<file path="src/cwr_pkg.sv">
// Shared types, constants and the kana width table for the CSV kana rewriter.
package cwr_pkg;

    localparam int MAX_FIELDS_DEF      = 32;
    localparam int MAX_FIELD_BYTES_DEF = 256;
    localparam int KANA_FIELD_DEF      = 3;

    localparam logic OP_DATA = 1'b0;
    localparam logic OP_END  = 1'b1;

    localparam logic MODE_CSV = 1'b0;
    localparam logic MODE_LF  = 1'b1;

    localparam logic [7:0] CH_CR    = 8'h0D;
    localparam logic [7:0] CH_LF    = 8'h0A;
    localparam logic [7:0] CH_COMMA = 8'h2C;
    localparam logic [7:0] CH_SPACE = 8'h20;
    localparam logic [7:0] CH_ONE   = 8'h31;
    localparam logic [7:0] CH_NUL   = 8'h00;
    localparam logic [7:0] KANA_LO  = 8'hA1;
    localparam logic [7:0] KANA_HI  = 8'hDF;
    localparam logic [7:0] ASCII_HI = 8'h7F;

    localparam logic [1:0] KIND_EMPTY = 2'd0;
    localparam logic [1:0] KIND_ONE   = 2'd1;
    localparam logic [1:0] KIND_MATCH = 2'd2;
    localparam logic [1:0] KIND_NONE  = 2'd3;

    typedef struct packed {
        logic [7:0] data;
        logic       valid;
        logic       err;
        logic       last;
    } res_t;

    // One or two result words caused by one input word.
    typedef struct packed {
        res_t r0;
        res_t r1;
        logic two;
    } cmd_t;

    // Lookup result: hit, first byte (0 = none), second byte.
    typedef struct packed {
        logic       hit;
        logic [7:0] first;
        logic [7:0] second;
    } kana_t;

    function automatic kana_t kana_lookup(input logic [15:0] pair);
        kana_t k;
        k.hit = 1'b1;
        k.first = 8'h00;
        k.second = 8'h00;
        case (pair)
            16'h8141: k.second = 8'hA4;  16'h8142: k.second = 8'hA1;
            16'h8145: k.second = 8'hA5;  16'h814A: k.second = 8'hDE;
            16'h814B: k.second = 8'hDF;  16'h815B: k.second = 8'hB0;
            16'h8175: k.second = 8'hA2;  16'h8176: k.second = 8'hA3;
            16'h8340: k.second = 8'hA7;  16'h8341: k.second = 8'hB1;
            16'h8342: k.second = 8'hA8;  16'h8343: k.second = 8'hB2;
            16'h8344: k.second = 8'hA9;  16'h8345: k.second = 8'hB3;
            16'h8346: k.second = 8'hAA;  16'h8347: k.second = 8'hB4;
            16'h8348: k.second = 8'hAB;  16'h8349: k.second = 8'hB5;
            16'h834A: k.second = 8'hB6;
            16'h834B: begin k.first = 8'hB6; k.second = 8'hDE; end
            16'h834C: k.second = 8'hB7;
            16'h834D: begin k.first = 8'hB7; k.second = 8'hDE; end
            16'h834E: k.second = 8'hB8;
            16'h834F: begin k.first = 8'hB8; k.second = 8'hDE; end
            16'h8350: k.second = 8'hB9;
            16'h8351: begin k.first = 8'hB9; k.second = 8'hDE; end
            16'h8352: k.second = 8'hBA;
            16'h8353: begin k.first = 8'hBA; k.second = 8'hDE; end
            16'h8354: k.second = 8'hBB;
            16'h8355: begin k.first = 8'hBB; k.second = 8'hDE; end
            16'h8356: k.second = 8'hBC;
            16'h8357: begin k.first = 8'hBC; k.second = 8'hDE; end
            16'h8358: k.second = 8'hBD;
            16'h8359: begin k.first = 8'hBD; k.second = 8'hDE; end
            16'h835A: k.second = 8'hBE;
            16'h835B: begin k.first = 8'hBE; k.second = 8'hDE; end
            16'h835C: k.second = 8'hBF;
            16'h835D: begin k.first = 8'hBF; k.second = 8'hDE; end
            16'h835E: k.second = 8'hC0;
            16'h835F: begin k.first = 8'hC0; k.second = 8'hDE; end
            16'h8360: k.second = 8'hC1;
            16'h8361: begin k.first = 8'hC1; k.second = 8'hDE; end
            16'h8362: k.second = 8'hAF;  16'h8363: k.second = 8'hC2;
            16'h8364: begin k.first = 8'hC2; k.second = 8'hDE; end
            16'h8365: k.second = 8'hC3;
            16'h8366: begin k.first = 8'hC3; k.second = 8'hDE; end
            16'h8367: k.second = 8'hC4;
            16'h8368: begin k.first = 8'hC4; k.second = 8'hDE; end
            16'h8369: k.second = 8'hC5;  16'h836A: k.second = 8'hC6;
            16'h836B: k.second = 8'hC7;  16'h836C: k.second = 8'hC8;
            16'h836D: k.second = 8'hC9;  16'h836E: k.second = 8'hCA;
            16'h836F: begin k.first = 8'hCA; k.second = 8'hDE; end
            16'h8370: begin k.first = 8'hCA; k.second = 8'hDF; end
            16'h8371: k.second = 8'hCB;
            16'h8372: begin k.first = 8'hCB; k.second = 8'hDE; end
            16'h8373: begin k.first = 8'hCB; k.second = 8'hDF; end
            16'h8374: k.second = 8'hCC;
            16'h8375: begin k.first = 8'hCC; k.second = 8'hDE; end
            16'h8376: begin k.first = 8'hCC; k.second = 8'hDF; end
            16'h8377: k.second = 8'hCD;
            16'h8378: begin k.first = 8'hCD; k.second = 8'hDE; end
            16'h8379: begin k.first = 8'hCD; k.second = 8'hDF; end
            16'h837A: k.second = 8'hCE;
            16'h837B: begin k.first = 8'hCE; k.second = 8'hDE; end
            16'h837C: begin k.first = 8'hCE; k.second = 8'hDF; end
            16'h837D: k.second = 8'hCF;  16'h837E: k.second = 8'hD0;
            16'h8380: k.second = 8'hD1;  16'h8381: k.second = 8'hD2;
            16'h8382: k.second = 8'hD3;  16'h8383: k.second = 8'hAC;
            16'h8384: k.second = 8'hD4;  16'h8385: k.second = 8'hAD;
            16'h8386: k.second = 8'hD5;  16'h8387: k.second = 8'hAE;
            16'h8388: k.second = 8'hD6;  16'h8389: k.second = 8'hD7;
            16'h838A: k.second = 8'hD8;  16'h838B: k.second = 8'hD9;
            16'h838C: k.second = 8'hDA;  16'h838D: k.second = 8'hDB;
            16'h838F: k.second = 8'hDC;  16'h8392: k.second = 8'hA6;
            16'h8393: k.second = 8'hDD;
            16'h8394: begin k.first = 8'hB3; k.second = 8'hDE; end
            16'h8140: k.second = 8'h20;
            default: k.hit = 1'b0;
        endcase
        return k;
    endfunction

endpackage

</file>
<file path="src/cwr_front.sv">
// Front end: accepts input words, tracks record state and builds result commands.
module cwr_front #(
    parameter int MAX_FIELDS      = cwr_pkg::MAX_FIELDS_DEF,
    parameter int MAX_FIELD_BYTES = cwr_pkg::MAX_FIELD_BYTES_DEF,
    parameter int KANA_FIELD      = cwr_pkg::KANA_FIELD_DEF
) (
    input  logic          clk,
    input  logic          rst_n,
    input  logic          cfg_we,
    input  logic          cfg_wdata,
    input  logic          in_valid,
    output logic          in_ready,
    input  logic          op,
    input  logic [7:0]    data_byte,
    input  logic          q_ready,
    output logic          q_push,
    output cwr_pkg::cmd_t q_cmd
);

    localparam int FI_W = $clog2(MAX_FIELDS);
    localparam int FL_W = $clog2(MAX_FIELD_BYTES);
    localparam logic [FI_W-1:0] FI_TOP = FI_W'(MAX_FIELDS - 1);
    localparam logic [FL_W-1:0] FL_TOP = FL_W'(MAX_FIELD_BYTES - 1);

    logic            mode_reg;
    logic            in_record_reg, in_record_next;
    logic [FI_W-1:0] field_index_reg, field_index_next;
    logic [FL_W-1:0] field_length_reg, field_length_next;
    logic [1:0]      kind_match_reg, kind_match_next;
    logic            name_record_reg, name_record_next;
    logic [7:0]      lead_byte_reg, lead_byte_next;
    logic            lead_pending_reg, lead_pending_next;
    logic            halted_reg, halted_next;
    logic            failed_reg, failed_next;

    logic            accept;
    logic            any;
    cwr_pkg::cmd_t   cmd;
    cwr_pkg::kana_t  kana;

    assign in_ready = q_ready;
    assign accept   = in_valid && in_ready;
    assign kana     = cwr_pkg::kana_lookup({lead_byte_reg, data_byte});

    always_comb
    begin
        in_record_next    = in_record_reg;
        field_index_next  = field_index_reg;
        field_length_next = field_length_reg;
        kind_match_next   = kind_match_reg;
        name_record_next  = name_record_reg;
        lead_byte_next    = lead_byte_reg;
        lead_pending_next = lead_pending_reg;
        halted_next       = halted_reg;
        failed_next       = failed_reg;
        cmd               = '0;
        any               = 1'b0;

        if (op == cwr_pkg::OP_END)
        begin
            any = 1'b1;
            if (mode_reg == cwr_pkg::MODE_CSV && in_record_reg && !failed_reg)
            begin
                cmd.r0  = '{data: cwr_pkg::CH_CR, valid: 1'b1, err: 1'b0, last: 1'b0};
                cmd.r1  = '{data: cwr_pkg::CH_LF, valid: 1'b1, err: 1'b0, last: 1'b1};
                cmd.two = 1'b1;
            end
            else
            begin
                cmd.r0 = '{data: 8'h00, valid: 1'b0, err: failed_reg, last: 1'b1};
            end
            in_record_next    = 1'b0;
            field_index_next  = '0;
            field_length_next = '0;
            kind_match_next   = cwr_pkg::KIND_EMPTY;
            name_record_next  = 1'b0;
            lead_byte_next    = '0;
            lead_pending_next = 1'b0;
            halted_next       = 1'b0;
            failed_next       = 1'b0;
        end
        else if (halted_reg || failed_reg)
        begin
            any = 1'b0;
        end
        else if (data_byte == cwr_pkg::CH_NUL)
        begin
            halted_next = 1'b1;
        end
        else if (mode_reg == cwr_pkg::MODE_LF)
        begin
            any = 1'b1;
            if (data_byte == cwr_pkg::CH_LF)
            begin
                cmd.r0  = '{data: cwr_pkg::CH_CR, valid: 1'b1, err: 1'b0, last: 1'b0};
                cmd.r1  = '{data: cwr_pkg::CH_LF, valid: 1'b1, err: 1'b0, last: 1'b0};
                cmd.two = 1'b1;
            end
            else
            begin
                cmd.r0 = '{data: data_byte, valid: 1'b1, err: 1'b0, last: 1'b0};
            end
        end
        else if (data_byte == cwr_pkg::CH_CR || data_byte == cwr_pkg::CH_LF)
        begin
            if (in_record_reg)
            begin
                any     = 1'b1;
                cmd.r0  = '{data: cwr_pkg::CH_CR, valid: 1'b1, err: 1'b0, last: 1'b0};
                cmd.r1  = '{data: cwr_pkg::CH_LF, valid: 1'b1, err: 1'b0, last: 1'b0};
                cmd.two = 1'b1;
                in_record_next    = 1'b0;
                field_index_next  = '0;
                field_length_next = '0;
                kind_match_next   = cwr_pkg::KIND_EMPTY;
                name_record_next  = 1'b0;
                lead_byte_next    = '0;
                lead_pending_next = 1'b0;
            end
        end
        else if (data_byte == cwr_pkg::CH_COMMA)
        begin
            in_record_next = 1'b1;
            any            = 1'b1;
            if (field_index_reg == FI_TOP)
            begin
                failed_next = 1'b1;
                cmd.r0 = '{data: 8'h00, valid: 1'b0, err: 1'b1, last: 1'b0};
            end
            else
            begin
                if (field_index_reg == '0)
                    name_record_next = (kind_match_reg == cwr_pkg::KIND_MATCH);
                field_index_next  = field_index_reg + 1'b1;
                field_length_next = '0;
                lead_pending_next = 1'b0;
                cmd.r0 = '{data: data_byte, valid: 1'b1, err: 1'b0, last: 1'b0};
            end
        end
        else
        begin
            in_record_next = 1'b1;
            if (field_length_reg == FL_TOP)
            begin
                any         = 1'b1;
                failed_next = 1'b1;
                cmd.r0 = '{data: 8'h00, valid: 1'b0, err: 1'b1, last: 1'b0};
            end
            else
            begin
                field_length_next = field_length_reg + 1'b1;
                if (field_index_reg == '0)
                begin
                    if (data_byte == cwr_pkg::CH_ONE && !kind_match_reg[1])
                        kind_match_next = kind_match_reg + 2'd1;
                    else
                        kind_match_next = cwr_pkg::KIND_NONE;
                end
                if (name_record_reg && 32'(field_index_reg) == KANA_FIELD)
                begin
                    // Rewrite the kana field
                    if (lead_pending_reg)
                    begin
                        lead_pending_next = 1'b0;
                        if (kana.hit)
                        begin
                            any = 1'b1;
                            if (kana.first != 8'h00)
                            begin
                                cmd.r0  = '{data: kana.first, valid: 1'b1, err: 1'b0,
                                            last: 1'b0};
                                cmd.r1  = '{data: kana.second, valid: 1'b1, err: 1'b0,
                                            last: 1'b0};
                                cmd.two = 1'b1;
                            end
                            else
                            begin
                                cmd.r0 = '{data: kana.second, valid: 1'b1, err: 1'b0,
                                           last: 1'b0};
                            end
                        end
                    end
                    else if (data_byte >= cwr_pkg::KANA_LO && data_byte <= cwr_pkg::KANA_HI)
                    begin
                        any    = 1'b1;
                        cmd.r0 = '{data: data_byte, valid: 1'b1, err: 1'b0, last: 1'b0};
                    end
                    else if (data_byte <= cwr_pkg::ASCII_HI)
                    begin
                        if (data_byte == cwr_pkg::CH_SPACE)
                        begin
                            any    = 1'b1;
                            cmd.r0 = '{data: data_byte, valid: 1'b1, err: 1'b0, last: 1'b0};
                        end
                    end
                    else
                    begin
                        lead_byte_next    = data_byte;
                        lead_pending_next = 1'b1;
                    end
                end
                else
                begin
                    any    = 1'b1;
                    cmd.r0 = '{data: data_byte, valid: 1'b1, err: 1'b0, last: 1'b0};
                end
            end
        end
    end

    assign q_push = accept && any;
    assign q_cmd  = cmd;

    always_ff @(posedge clk or negedge rst_n)
    begin
        if (!rst_n)
        begin
            mode_reg         <= cwr_pkg::MODE_CSV;
            in_record_reg    <= 1'b0;
            field_index_reg  <= '0;
            field_length_reg <= '0;
            kind_match_reg   <= cwr_pkg::KIND_EMPTY;
            name_record_reg  <= 1'b0;
            lead_byte_reg    <= '0;
            lead_pending_reg <= 1'b0;
            halted_reg       <= 1'b0;
            failed_reg       <= 1'b0;
        end
        else
        begin
            if (cfg_we)
                mode_reg <= cfg_wdata;
            if (accept)
            begin
                in_record_reg    <= in_record_next;
                field_index_reg  <= field_index_next;
                field_length_reg <= field_length_next;
                kind_match_reg   <= kind_match_next;
                name_record_reg  <= name_record_next;
                lead_byte_reg    <= lead_byte_next;
                lead_pending_reg <= lead_pending_next;
                halted_reg       <= halted_next;
                failed_reg       <= failed_next;
            end
        end
    end

endmodule

</file>
<file path="src/cwr_queue.sv">
// Two-entry command queue between the front and back ends.
module cwr_queue (
    input  logic          clk,
    input  logic          rst_n,
    input  logic          push,
    input  cwr_pkg::cmd_t push_cmd,
    output logic          push_ready,
    input  logic          pop,
    output logic          pop_valid,
    output cwr_pkg::cmd_t pop_cmd
);

    cwr_pkg::cmd_t entry_reg [2];
    logic          wr_ptr_reg;
    logic          rd_ptr_reg;
    logic [1:0]    count_reg;

    assign push_ready = (count_reg != 2'd2);
    assign pop_valid  = (count_reg != 2'd0);
    assign pop_cmd    = entry_reg[rd_ptr_reg];

    always_ff @(posedge clk)
    begin
        if (push && push_ready)
            entry_reg[wr_ptr_reg] <= push_cmd;
    end

    always_ff @(posedge clk or negedge rst_n)
    begin
        if (!rst_n)
        begin
            wr_ptr_reg <= 1'b0;
            rd_ptr_reg <= 1'b0;
            count_reg  <= 2'd0;
        end
        else
        begin
            if (push && push_ready)
                wr_ptr_reg <= !wr_ptr_reg;
            if (pop && pop_valid)
                rd_ptr_reg <= !rd_ptr_reg;
            case ({push && push_ready, pop && pop_valid})
                2'b10:   count_reg <= count_reg + 2'd1;
                2'b01:   count_reg <= count_reg - 2'd1;
                default: count_reg <= count_reg;
            endcase
        end
    end

endmodule

</file>
<file path="src/cwr_back.sv">
// Back end: serializes queued commands into output words through an output register.
module cwr_back (
    input  logic          clk,
    input  logic          rst_n,
    input  logic          q_valid,
    input  cwr_pkg::cmd_t q_cmd,
    output logic          q_pop,
    output logic          out_valid,
    input  logic          out_ready,
    output logic [7:0]    out_byte,
    output logic          byte_valid,
    output logic          error,
    output logic          last
);

    logic          out_valid_reg;
    cwr_pkg::res_t out_reg;
    logic          sec_valid_reg;
    cwr_pkg::res_t sec_reg;
    logic          load;

    assign load  = !out_valid_reg || out_ready;
    assign q_pop = load && !sec_valid_reg && q_valid;

    always_ff @(posedge clk or negedge rst_n)
    begin
        if (!rst_n)
        begin
            out_valid_reg <= 1'b0;
            sec_valid_reg <= 1'b0;
        end
        else if (load)
        begin
            if (sec_valid_reg)
            begin
                out_valid_reg <= 1'b1;
                sec_valid_reg <= 1'b0;
            end
            else
            begin
                out_valid_reg <= q_valid;
                sec_valid_reg <= q_valid && q_cmd.two;
            end
        end
    end

    always_ff @(posedge clk)
    begin
        if (load)
        begin
            if (sec_valid_reg)
                out_reg <= sec_reg;
            else
            begin
                out_reg <= q_cmd.r0;
                sec_reg <= q_cmd.r1;
            end
        end
    end

    assign out_valid  = out_valid_reg;
    assign out_byte   = out_reg.data;
    assign byte_valid = out_reg.valid;
    assign error      = out_reg.err;
    assign last       = out_reg.last;

endmodule

</file>
<file path="src/csv_kana_width_rewriter.sv">
// Top level of the CSV kana width rewriter: front end, command queue, back end.
// An accepted word's command is queued at the accepting edge and loaded into the output
// register once the back end is free; a stalled output or a pending second word holds it.
// Throughput: one output word per cycle while out_ready is high, set by the byte-wide
// output register in the back end; an input word that yields two words sends them in turn.
// The two-entry queue keeps input flowing while the output stalls, until the queue is full.
// Reset (rst_n low, asynchronous) clears stream state, the queue and sets mode 0.
module csv_kana_width_rewriter #(
    parameter int MAX_FIELDS      = cwr_pkg::MAX_FIELDS_DEF,
    parameter int MAX_FIELD_BYTES = cwr_pkg::MAX_FIELD_BYTES_DEF,
    parameter int KANA_FIELD      = cwr_pkg::KANA_FIELD_DEF
) (
    input  logic       clk,
    input  logic       rst_n,
    input  logic       cfg_we,
    input  logic       cfg_wdata,
    input  logic       in_valid,
    output logic       in_ready,
    input  logic       op,
    input  logic [7:0] data_byte,
    output logic       out_valid,
    input  logic       out_ready,
    output logic [7:0] out_byte,
    output logic       byte_valid,
    output logic       error,
    output logic       last
);

    // Commands from front to queue
    logic          f_push;
    cwr_pkg::cmd_t f_cmd;
    logic          q_push_ready;

    // Commands from queue to back
    logic          q_valid;
    cwr_pkg::cmd_t q_cmd;
    logic          b_pop;

    // Classify each word and build its result words, if any (one or two)
    cwr_front #(
        .MAX_FIELDS      (MAX_FIELDS),
        .MAX_FIELD_BYTES (MAX_FIELD_BYTES),
        .KANA_FIELD      (KANA_FIELD)
    ) u_front (
        .clk       (clk),
        .rst_n     (rst_n),
        .cfg_we    (cfg_we),
        .cfg_wdata (cfg_wdata),
        .in_valid  (in_valid),
        .in_ready  (in_ready),
        .op        (op),
        .data_byte (data_byte),
        .q_ready   (q_push_ready),
        .q_push    (f_push),
        .q_cmd     (f_cmd)
    );

    // Decouple front and back so each can stall on its own
    cwr_queue u_queue (
        .clk        (clk),
        .rst_n      (rst_n),
        .push       (f_push),
        .push_cmd   (f_cmd),
        .push_ready (q_push_ready),
        .pop        (b_pop),
        .pop_valid  (q_valid),
        .pop_cmd    (q_cmd)
    );

    // Drain commands one output word at a time
    cwr_back u_back (
        .clk        (clk),
        .rst_n      (rst_n),
        .q_valid    (q_valid),
        .q_cmd      (q_cmd),
        .q_pop      (b_pop),
        .out_valid  (out_valid),
        .out_ready  (out_ready),
        .out_byte   (out_byte),
        .byte_valid (byte_valid),
        .error      (error),
        .last       (last)
    );

endmodule
</file>
<file path="config.mk">
export PLATFORM = sky130hd
export DESIGN_NAME = csv_kana_width_rewriter
export DESIGN_NICKNAME = d
export VERILOG_FILES = /design/src/cwr_pkg.sv /design/src/cwr_front.sv /design/src/cwr_queue.sv /design/src/cwr_back.sv /design/src/csv_kana_width_rewriter.sv
export SDC_FILE = /design/constraint.sdc
export NUM_CORES = 1
export LEC_CHECK = 0
export BUFFER_PORTS_ARGS = -buffer_cell sky130_fd_sc_hd__buf_2
export CAP_MARGIN = 0
export CORE_MARGIN = 3
export CORE_UTILIZATION = 60
export CTS_CLUSTER_DIAMETER = 50
export DETAILED_ROUTE_END_ITERATION = 10
export MAX_ROUTING_LAYER = met4
export PLACE_DENSITY = 0.78
export SYNTH_ARGS = -nofsm -noshare
export SYNTH_HDL_FRONTEND = slang
export SYNTH_HIERARCHICAL = 1
export SYNTH_SLANG_ARGS = --single-unit
</file>
<file path="constraint.sdc">
create_clock -name clk -period 5.2 [get_ports clk]
set_input_delay 0.26 -clock clk [delete_from_list [all_inputs] [get_ports clk]]
set_output_delay 0.26 -clock clk [all_outputs]
set_load 0.05 [all_outputs]
</file>
==> impl_metrics.env, run 1 <==
export IMPL_root_buffer="clkbuf_16"
export IMPL_outcome="complete, no violations"
export IMPL_overflow=0
export IMPL_first_global_vias=5688
export IMPL_cp_required_ns=5.21
export IMPL_power_w=0.00302
export IMPL_power_density_nw_per_um2=416
export IMPL_finalSetupViolations=0
export IMPL_grt_max_degree=52
export IMPL_cp_arrival_ns=3.79
export IMPL_cp_top_family="simple AND/OR/NAND/NOR gates"
export IMPL_final_nets=722
export IMPL_hold_depth=2
export IMPL_dieArea_um2=12700
export IMPL_finalHoldViolations=0
export IMPL_syn_inst=704
export IMPL_final_max_slew_viol_count=0
export IMPL_port_buffers=27
export IMPL_syn_area_um2=6840
export IMPL_grt_pass1_wl_um=31200
export IMPL_place_inst=829
export IMPL_clock_sinks=103
export IMPL_cap_viol_max_count=0
export IMPL_syn_mean_instance_area_um2=9.71
export IMPL_tightest_slew_ns=1.05
export IMPL_synth_cell_types=91
export IMPL_crit_fanout=23
export IMPL_io_pins=28
export IMPL_fill_cells=878
export IMPL_vias_per_cell=7.15
export IMPL_initial_core_util_pct=62.3
export IMPL_synth_top_area_share_pct=29.9
export IMPL_rows=38
export IMPL_cts_tree="done"
export IMPL_crit_path_end_kind="flip-flop"
export IMPL_yosys_top_cells_area="edfxtp_1 30%, dfrtp_1 13%, mux2_2 4.3%"
export IMPL_regArea_um2=2920
export IMPL_max_clock_path_buffers=2
export IMPL_critPathLaunchType="flip-flop"
export IMPL_grt_util_met3_pct=5.45
export IMPL_synth_seq_area_share_pct=42.7
export IMPL_hpwl_um=13900
export IMPL_rsz0062_at_grt="false"
export IMPL_layout_commonest_cell="edfxtp_1"
export IMPL_drc=0
export IMPL_drive_above_1_share_pct=16.0
export IMPL_synth_main_ff_cell="edfxtp_1"
export IMPL_cts_setup_buffers=0
export IMPL_grt_use_met2_pct=49.2
export IMPL_die_h_um=113
export IMPL_dr_pass1_iters=5
export IMPL_multi_input_area_um2=3590
export IMPL_vias=6052
export IMPL_ys_seq_elements=103
export IMPL_grt_most_used_layer="met2"
export IMPL_wl_per_cell_um=23.3
export IMPL_cpPeakStageDelay_ns=0.72
export IMPL_yosys_warnings=6
export IMPL_tns_ns=0
export IMPL_antenna_found_initial=0
export IMPL_path_depth=10
export IMPL_wirelength_um=19700
export IMPL_antenna_left=0
export IMPL_use_met1_pct=43.5
export IMPL_grt_use_total_pct=32.0
export IMPL_coreArea_um2=11000
export IMPL_fin_crit_sh_pct=72.7
export IMPL_die_width_um=113
export IMPL_gp_congestion=1.05
export IMPL_final_cells=846
export IMPL_fmax_ghz=0.265
export IMPL_cts_made_buffers=9
export IMPL_path_clk_slew_ns=0.08
export IMPL_htree_levels=3
export IMPL_finalCriticalPeriod_ns=3.78
export IMPL_relSlewSlack_pct=29.5
export IMPL_clock_latency_ns=0.35
export IMPL_largest_reg_flops=46
export IMPL_synth_edf_count=68
export IMPL_p_leak_nw=2.65
export IMPL_area_growth_pct=5.96
export IMPL_peakVddDrop_v=0.000533
export IMPL_layout_common_cells="68 x edfxtp_1, 58 x nand2_1, 57 x nor2_1, 40 x o21ai_0, 35 x dfrtp_1"
export IMPL_cp_slowest_cell="nor3b_1"
export IMPL_min_path_type="in2reg"
export IMPL_finalClockSkew_ns=0.0124
export IMPL_n_antenna_cell=0
export IMPL_yosys_area_top_type="edfxtp_1"
export IMPL_critical_path_class="reg2reg"
export IMPL_ctsHoldBuffers=1
export IMPL_path_buf_inv=2
export IMPL_cp_cell_sequence="nor3b_1 > nand3_1 > buf_4 > o31ai_1 > nand4b_1 > o31ai_1 > a22oi_1 > nand2_1 > nor2_2 > buf_4"
export IMPL_ys_async_sr_fraction_pct=34.0
export IMPL_whs_ns=0.0969
export IMPL_reg2regPathDepth=10
export IMPL_drt_iter0_markers=799
export IMPL_cts_resized=0
## through the flow
step	cell area [um2]	setup slack, ns	util, %
global placement	6950	1.39	63.3
CTS	7250	1.51	66.0
global route	7250	1.21	66.0
finish	7250	1.42	66.0
floorplan	6840	1.44	-
detailed placement	6950	1.41	63.3
## Yosys cell counts, types with 18 or more instances
cell type	number
a21oi_1	31
buf_2	22
clkbuf_1	19
dfrtp_1	35
edfxtp_1	68
mux2_2	26
nand2_1	58
nand2b_1	18
nand3_1	32
nor2_1	58
nor3_1	23
o21ai_0	40
## cell type report
type                    instances  area share (%)
well taps                     140            2.42
multi-input cells             533            49.5
clock buffers                   9            3.11
clock inverters                 7           0.829
repair buffers                 38            3.04
inverters                      16           0.829
flip-flops and latches        103            40.3
## worst register-to-register path, stage by stage (launching register included)
cell and delay (ns):
dfrtp_1 0.41, nor3b_1 0.72, nand3_1 0.14, buf_4 0.25, o31ai_1 0.66, nand4b_1 0.31, o31ai_1 0.17, a22oi_1 0.22
nand2_1 0.16, nor2_2 0.10, buf_4 0.31
## routing by layer
| layer | vias up | wire length [um] |
|---|---|---|
| met5 | - | 0 |
| met4 | 0 | 543 |
| met3 | 55 | 1890 |
| met2 | 404 | 9370 |
| met1 | 2900 | 7920 |
| li1 | 2693 | - |
## path summary, 6_finish.rpt
kind	start	end	slack (ns)
setup / recovery	u_front/lead_byte_reg[3]$_DFFE_PN0P_	u_queue/entry_reg[0][6]$_DFFE_PP_	1.42
hold / removal	cfg_we	u_front/mode_reg$_DFFE_PN0P_	0.1
setup reg to reg	u_front/lead_byte_reg[3]$_DFFE_PN0P_	u_queue/entry_reg[0][6]$_DFFE_PP_	1.42
hold reg to reg	u_queue/count_reg[1]$_DFFE_PN0P_	u_queue/count_reg[1]$_DFFE_PN0P_	0.50
max in group asynchronous	rst_n	u_front/field_length_reg[1]$_DFFE_PN0P_	4.17
min in group asynchronous	rst_n	u_back/sec_valid_reg$_DFFE_PN0N_	0.53
## kinds of logic (layout without fill, tap and decap cells)
family	Yosys count	after routing	synth area share [%]
fa+ha+maj	6	6	1.10
buf+inv	69	70	4.96
flops	103	103	42.7
mux	38	38	6.62
compound gates	182	182	18.6
xor+xnor	14	14	1.79
simple gates	291	291	24.3
other cells	1	2	0.0548
## where the power goes
| group | total (W) | switching [W] | internal, W |
|---|---|---|---|
| combinational | 0.000992 | 0.000615 | 0.000377 |
| clock | 0.000638 | 0.000303 | 0.000335 |
| sequential | 0.00138 | 0.000178 | 0.00121 |
| total | 0.00302 | 0.00110 | 0.00192 |
Power figures use the tool's default switching activity.
==> run 2, diff against run 1 <==
--- a/config.mk
+++ b/config.mk
@@ -5,6 +5,7 @@
 export SDC_FILE = /design/constraint.sdc
 export NUM_CORES = 1
 export LEC_CHECK = 0
+export ABC_AREA = 1
 export BUFFER_PORTS_ARGS = -buffer_cell sky130_fd_sc_hd__buf_2
 export CAP_MARGIN = 0
 export CORE_MARGIN = 3
==> constraint.sdc (replaced) <==
create_clock -name clk -period 3.6 [get_ports clk]
set_input_delay 0.18 -clock clk [delete_from_list [all_inputs] [get_ports clk]]
set_output_delay 0.18 -clock clk [all_outputs]
set_load 0.05 [all_outputs]
==> run 2 against run 1 <==
Largest cell class unchanged. Clock skew decreased by 0.0069 ns. Core utilization increased by 1.1 points. Final cell count increased by 34%. Flip-flop and latch count unchanged. Critical endpoint is now u_queue/count_reg[1]$_DFFE_PN0P_. Cell area increased by 6.6%. Critical path type unchanged. Via count increased by 11%. Combinational power increased by 53%. Sequential power increased by 36%. Register-to-register slack got worse by 1.2 ns.
==> impl_metrics.env, run 2 <==
export IMPL_outcome="complete, no violations"
export IMPL_wl_per_cell_um=17.4
export IMPL_synth_mux_area_share_pct=0
export IMPL_layout_common_cells="281 x nand2_1, 102 x nor2_1, 100 x nand3_1, 79 x inv_1, 68 x edfxtp_1"
export IMPL_synth_xor_area_share_pct=0.123
export IMPL_grt_max_degree=36
export IMPL_fmax_ghz=0.298
export IMPL_synth_main_ff_cell="edfxtp_1"
export IMPL_yosys_area_share_simple_pct=40.0
export IMPL_synthTopCellsByCount="281 x nand2_1, 104 x nor2_1, 100 x nand3_1, 79 x inv_1, 68 x edfxtp_1"
export IMPL_drc=0
export IMPL_crit_path_end_kind="flip-flop"
export IMPL_clock_sinks=103
export IMPL_synth_edf_count=68
export IMPL_wirelength_um=19800
export IMPL_tns_ns=0
export IMPL_yosys_warnings=6
export IMPL_synth_top_family_by_area="simple AND/OR/NAND/NOR gates"
export IMPL_initial_core_util_pct=62.0
export IMPL_crit_fanout=7
export IMPL_dr_pass1_iters=6
export IMPL_syn_inst=961
export IMPL_area_growth_pct=8.27
export IMPL_coreArea_um2=11500
export IMPL_cap_viol_max_count=0
export IMPL_path_common_cell="nand2_1"
export IMPL_p_leak_nw=3.69
export IMPL_critical_path_class="reg2reg"
export IMPL_die_h_um=115
export IMPL_cts_made_buffers=9
export IMPL_cp_slowest_cell="dfrtp_1"
export IMPL_dieArea_um2=13200
export IMPL_path_clk_slew_ns=0.07
export IMPL_synth_top_area_share_pct=28.6
export IMPL_relSlewSlack_pct=27.8
export IMPL_largest_reg_flops=46
export IMPL_cp_arrival_ns=3.60
export IMPL_syn_area_um2=7140
export IMPL_antenna_found_initial=0
export IMPL_synth_compound_area_share_pct=9.27
export IMPL_yosys_area_top_type="edfxtp_1"
export IMPL_drive_above_1_share_pct=15.1
export IMPL_cp_required_ns=3.84
export IMPL_fill_cells=1003
export IMPL_port_buffers=27
export IMPL_die_width_um=115
export IMPL_htree_levels=3
export IMPL_ys_seq_elements=103
export IMPL_min_path_type="in2reg"
export IMPL_io_pins=28
export IMPL_rsz0062_at_grt="false"
export IMPL_cts_tree="done"
export IMPL_cpPeakStageDelay_ns=0.38
export IMPL_vias_per_cell=5.92
export IMPL_final_nets=1008
export IMPL_yosys_top_cells_area="edfxtp_1 29%, nand2_1 15%, dfrtp_1 12%"
export IMPL_clock_latency_ns=0.34
export IMPL_hpwl_um=15000
export IMPL_power_density_nw_per_um2=572
export IMPL_regArea_um2=2920
export IMPL_synthAdderAreaFrac_pct=1.05
export IMPL_finalSetupViolations=0
export IMPL_cts_setup_buffers=0
export IMPL_peakVddDrop_v=0.000370
export IMPL_grt_pass1_wl_um=31500
export IMPL_synth_seq_area_share_pct=40.9
export IMPL_antenna_left=0
export IMPL_ys_async_sr_fraction_pct=34.0
export IMPL_synth_most_common_cell="nand2_1"
export IMPL_overflow=0
export IMPL_max_clock_path_buffers=2
export IMPL_multi_input_area_um2=3620
export IMPL_finalCriticalPeriod_ns=3.36
export IMPL_gp_congestion=1.09
export IMPL_fin_crit_sh_pct=93.3
export IMPL_critPathLaunchType="flip-flop"
export IMPL_drt_iter0_markers=805
export IMPL_grt_use_total_pct=31.6
export IMPL_layout_commonest_cell="nand2_1"
export IMPL_tightest_slew_ns=1.08
export IMPL_finalClockSkew_ns=0.00553
export IMPL_vias=6715
export IMPL_first_global_vias=5993
export IMPL_n_antenna_cell=0
export IMPL_reg2reg_slack_ns=0.24
export IMPL_final_util_pct=67.1
export IMPL_finalHoldViolations=0
export IMPL_final_max_slew_viol_count=0
export IMPL_root_buffer="clkbuf_16"
export IMPL_synth_cell_types=49
export IMPL_rows=39
export IMPL_syn_mean_instance_area_um2=7.43
==> run 2: cell count changes after synthesis, moves of 16 or more <==
cell and change:
nor2_4 +16, inv_2 +17, nand2_1 +223, nand3_1 +68, nand2b_1 -18, clkbuf_1 -16
inv_1 +66, nor2_1 +46, mux2_2 -26
==> run 2: worst paths after layout <==
kind / from / endpoint / cells past startpoint
max: u_front/lead_byte_reg[5]$_DFFE_PN0P_ / u_queue/count_reg[1]$_DFFE_PN0P_ / 25
min: cfg_wdata / u_front/mode_reg$_DFFE_PN0P_ / 3
max reg2reg: u_front/lead_byte_reg[5]$_DFFE_PN0P_ / u_queue/count_reg[1]$_DFFE_PN0P_ / 25
min reg2reg: u_front/field_length_reg[4]$_DFFE_PN0P_ / u_front/field_length_reg[4]$_DFFE_PN0P_ / 1
max in group asynchronous: rst_n / u_front/lead_byte_reg[6]$_DFFE_PN0P_ / 2
min in group asynchronous: rst_n / u_back/sec_valid_reg$_DFFE_PN0N_ / 2
==> run 2: worst max-delay path, delay by kind of cell, from the launching register on <==
kind | cells | cell delay (ns)
flops | 1 | 0.38
simple gates | 19 | 1.99
fa+ha+maj | 1 | 0.31
compound gates | 1 | 0.32
buf+inv | 4 | 0.26
==> run 2: metrics by stage <==
stage                     hold WS (ns)  setup slack, ns  total power (W)  cells  cell area [um2]
after floorplan                 -0.116            0.102          0.00309    962             7140
after global placement           0.294            0.271          0.00339   1118             7390
after detailed placement         0.297            0.299          0.00342   1118             7390
after CTS                       0.0457            0.215          0.00444   1135             7720
after global routing            0.0573          0.00315          0.00471   1135             7730
final                           0.0522            0.241          0.00442   1135             7730
==> run 2: layer usage <==
metal	track usage [%]	wire length [um]
met3	7.16	2030
met5	-	0
met4	7.75	540
met1	43.7	8470
met2	47.5	8710
==> run 2: repair_timing <==
| item | CTS | global route |
|---|---|---|
| resized for setup | 0 | 1 |
| hold buffers | 1 | 0 |
| setup endpoints to repair | 0 | 24 |
| endpoints found under the hold margin | 35 | 0 |
==> run 2: where the power goes <==
group / switching (W) / internal, W / leakage [nW] / total (W)
clock network: 0.000461 / 0.000562 / 0.158 / 0.00102
logic: 0.00112 / 0.000409 / 2.43 / 0.00152
registers: 0.000147 / 0.00172 / 1.11 / 0.00187
==> run 2: layout make-up <==
class,count,share of cell area [%]
well taps,143,2.32
clock inverters,7,1.26
clock buffers,9,2.91
inverters,106,5.39
multi-input cells,725,46.8
flip-flops and latches,103,37.8
repair buffers,42,3.56
==> run 2: cells by family after synthesis <==
kind of cell	Yosys count
flip-flops	103
adder cells (fa/ha/maj)	6
AND/OR/NAND/NOR	603
other	1
AO/OA/AOI/OAI	113
buffers and inverters	134
XOR/XNOR	1
==> run 3, diff against run 2 <==
--- a/config.mk
+++ b/config.mk
@@ -8,12 +8,14 @@
 export ABC_AREA = 1
 export BUFFER_PORTS_ARGS = -buffer_cell sky130_fd_sc_hd__buf_2
 export CAP_MARGIN = 0
+export CELL_PAD_IN_SITES_DETAIL_PLACEMENT = 0
+export CELL_PAD_IN_SITES_GLOBAL_PLACEMENT = 2
 export CORE_MARGIN = 3
-export CORE_UTILIZATION = 60
+export CORE_UTILIZATION = 37
 export CTS_CLUSTER_DIAMETER = 50
 export DETAILED_ROUTE_END_ITERATION = 10
 export MAX_ROUTING_LAYER = met4
-export PLACE_DENSITY = 0.78
+export PLACE_DENSITY_LB_ADDON = 0.1
 export SYNTH_ARGS = -nofsm -noshare
 export SYNTH_HDL_FRONTEND = slang
 export SYNTH_HIERARCHICAL = 1
==> run 3 against run 2 <==
Sequential power about the same. Die area up 59%. Critical path depth fell by 1. Via count down 2.7%. Global-route usage is 9.2 points lower. Setup slack improved by 0.12 ns. Hold slack got worse by 0.024 ns. Clock-buffer cell count stayed put. Clock power is essentially flat. Final cell count increased by 11%. Sequential share of layout area is 0.82 points lower. Power fell by 0.55%. Largest cell class unchanged. Highest routed layer unchanged.
==> impl_metrics.env, run 3 (same netlist as run 2, synthesis figures left out) <==
export IMPL_fin_crit_sh_pct=90.0
export IMPL_grt_pass1_wl_um=34800
export IMPL_rows=50
export IMPL_rsz0062_at_grt="false"
export IMPL_dr_pass1_iters=6
export IMPL_final_area_um2=7900
export IMPL_coreArea_um2=18800
export IMPL_p_leak_nw=3.70
export IMPL_layout_commonest_cell="nand2_1"
export IMPL_peakVddDrop_v=0.000268
export IMPL_vias=6531
export IMPL_cts_made_buffers=9
export IMPL_relSlewSlack_pct=29.2
export IMPL_grt_use_total_pct=22.3
export IMPL_largest_reg_flops=46
export IMPL_antenna_left=0
export IMPL_power_density_nw_per_um2=556
export IMPL_finalCriticalPeriod_ns=3.24
export IMPL_fmax_ghz=0.309
export IMPL_clock_sinks=103
export IMPL_drive_above_1_share_pct=15.6
export IMPL_root_buffer="clkbuf_16"
export IMPL_fill_cells=2022
export IMPL_outcome="complete, no violations"
export IMPL_io_pins=28
export IMPL_tightest_slew_ns=1.06
export IMPL_layout_common_cells="280 x nand2_1, 102 x nor2_1, 100 x nand3_1, 79 x inv_1, 68 x edfxtp_1"
export IMPL_final_max_slew_viol_count=0
export IMPL_htree_levels=3
export IMPL_drt_iter0_markers=790
export IMPL_crit_path_end_kind="flip-flop"
export IMPL_crit_fanout=48
export IMPL_finalClockSkew_ns=0.00896
export IMPL_cp_arrival_ns=3.49
export IMPL_die_width_um=145
export IMPL_grt_max_degree=49
export IMPL_gp_congestion=1.03
export IMPL_overflow=0
export IMPL_dieArea_um2=21000
export IMPL_antenna_found_initial=0
export IMPL_cts_tree="done"
export IMPL_hpwl_um=16900
export IMPL_tns_ns=0
export IMPL_final_nets=1011
export IMPL_wl_per_cell_um=17.5
export IMPL_finalHoldViolations=0
export IMPL_wirelength_um=21900
export IMPL_clock_latency_ns=0.36
export IMPL_critical_path_class="reg2reg"
export IMPL_first_global_vias=6058
export IMPL_cap_viol_max_count=0
export IMPL_finalSetupViolations=0
export IMPL_die_h_um=145
export IMPL_path_clk_slew_ns=0.08
export IMPL_max_clock_path_buffers=2
export IMPL_vias_per_cell=5.20
export IMPL_port_buffers=27
export IMPL_n_antenna_cell=0
export IMPL_critPathLaunchType="flip-flop"
export IMPL_min_path_type="in2reg"
export IMPL_place_area_um2=7560
export IMPL_cp_required_ns=3.85
export IMPL_drc=0
export IMPL_area_growth_pct=10.7
export IMPL_initial_core_util_pct=37.9
run 3: per-layer routing:
metal	wire length, um	GRT usage [%]
met5	0	-
met4	348	4.12
met3	1440	4.70
met2	9420	32.5
met1	10700	32.4
run 3: worst paths after layout:
check / slack [ns] / endpoint / start / depth (start not counted)
hold reg to reg: 0.49 / u_front/field_length_reg[4]$_DFFE_PN0P_ / u_front/field_length_reg[4]$_DFFE_PN0P_ / 1
max in group asynchronous: 2.63 / u_front/lead_byte_reg[1]$_DFFE_PN0P_ / rst_n / 2
hold / removal: 0.03 / u_front/mode_reg$_DFFE_PN0P_ / cfg_we / 2
setup / recovery: 0.36 / u_queue/count_reg[1]$_DFFE_PN0P_ / u_front/lead_byte_reg[3]$_DFFE_PN0P_ / 24
setup reg to reg: 0.36 / u_queue/count_reg[1]$_DFFE_PN0P_ / u_front/lead_byte_reg[3]$_DFFE_PN0P_ / 24
min in group asynchronous: 0.45 / u_back/sec_valid_reg$_DFFE_PN0N_ / rst_n / 2
run 3: power breakdown:
group / internal [W] / leakage [nW] / switching [W] / total [W]
Combinational: 0.000410 / 2.44 / 0.00111 / 0.00152
Sequential: 0.00172 / 1.11 / 0.000147 / 0.00187
Clock: 0.000500 / 0.150 / 0.000499 / 0.000999
run 3: area by class of cell:
class	instances	area, um2	area share [%]
Multi-Input combinational cell	725	3620	45.9
Sequential cell	103	2920	36.9
Inverter	106	417	5.27
Tap cell	260	325	4.12
Timing Repair Buffer	45	310	3.93
Clock buffer	9	225	2.85
Clock inverter	7	81.3	1.03
run 3: per-stage QoR:
step / std cells / setup slack (ns) / hold slack [ns] / util [%] / total power, W
2_1_floorplan: 962 / 0.102 / -0.116 / - / 0.00309
3_3_place_gp: 1237 / 0.207 / 0.318 / 40.2 / 0.00344
3_5_place_dp: 1237 / 0.250 / 0.323 / 40.2 / 0.00344
4_1_cts: 1254 / 0.228 / 0.0135 / 41.9 / 0.00445
5_1_grt: 1255 / 0.0214 / 0.0327 / 42.0 / 0.00473
6_report: 1255 / 0.360 / 0.0281 / 42.0 / 0.00439
run 3: critical path, stage by stage (launching register included):
cell and delay, ns:
dfrtp_1 0.38, nor2_1 0.13, nand2_1 0.08, nor2_2 0.15
buf_12 0.23, nand2_1 0.22, a21oi_2 0.23, nor2_1 0.09
nand2_1 0.07, nor2_1 0.04, nand3_1 0.11, nor2_2 0.09
nand2_1 0.06, nand2_1 0.07, nand3_1 0.07, nand2_1 0.05
nand2_1 0.05, nand2_1 0.05, a21oi_1 0.28, nand2_4 0.11
ha_1 0.31, inv_1 0.08, nand3_1 0.07, nand2_1 0.06
nand2_1 0.04
run 3: repair_timing:
item                                   CTS  global route
resized for setup                        0             3
setup endpoints to repair                0            20
setup buffers                            0             1
endpoints found under the hold margin   35             0
hold buffers                             1             0
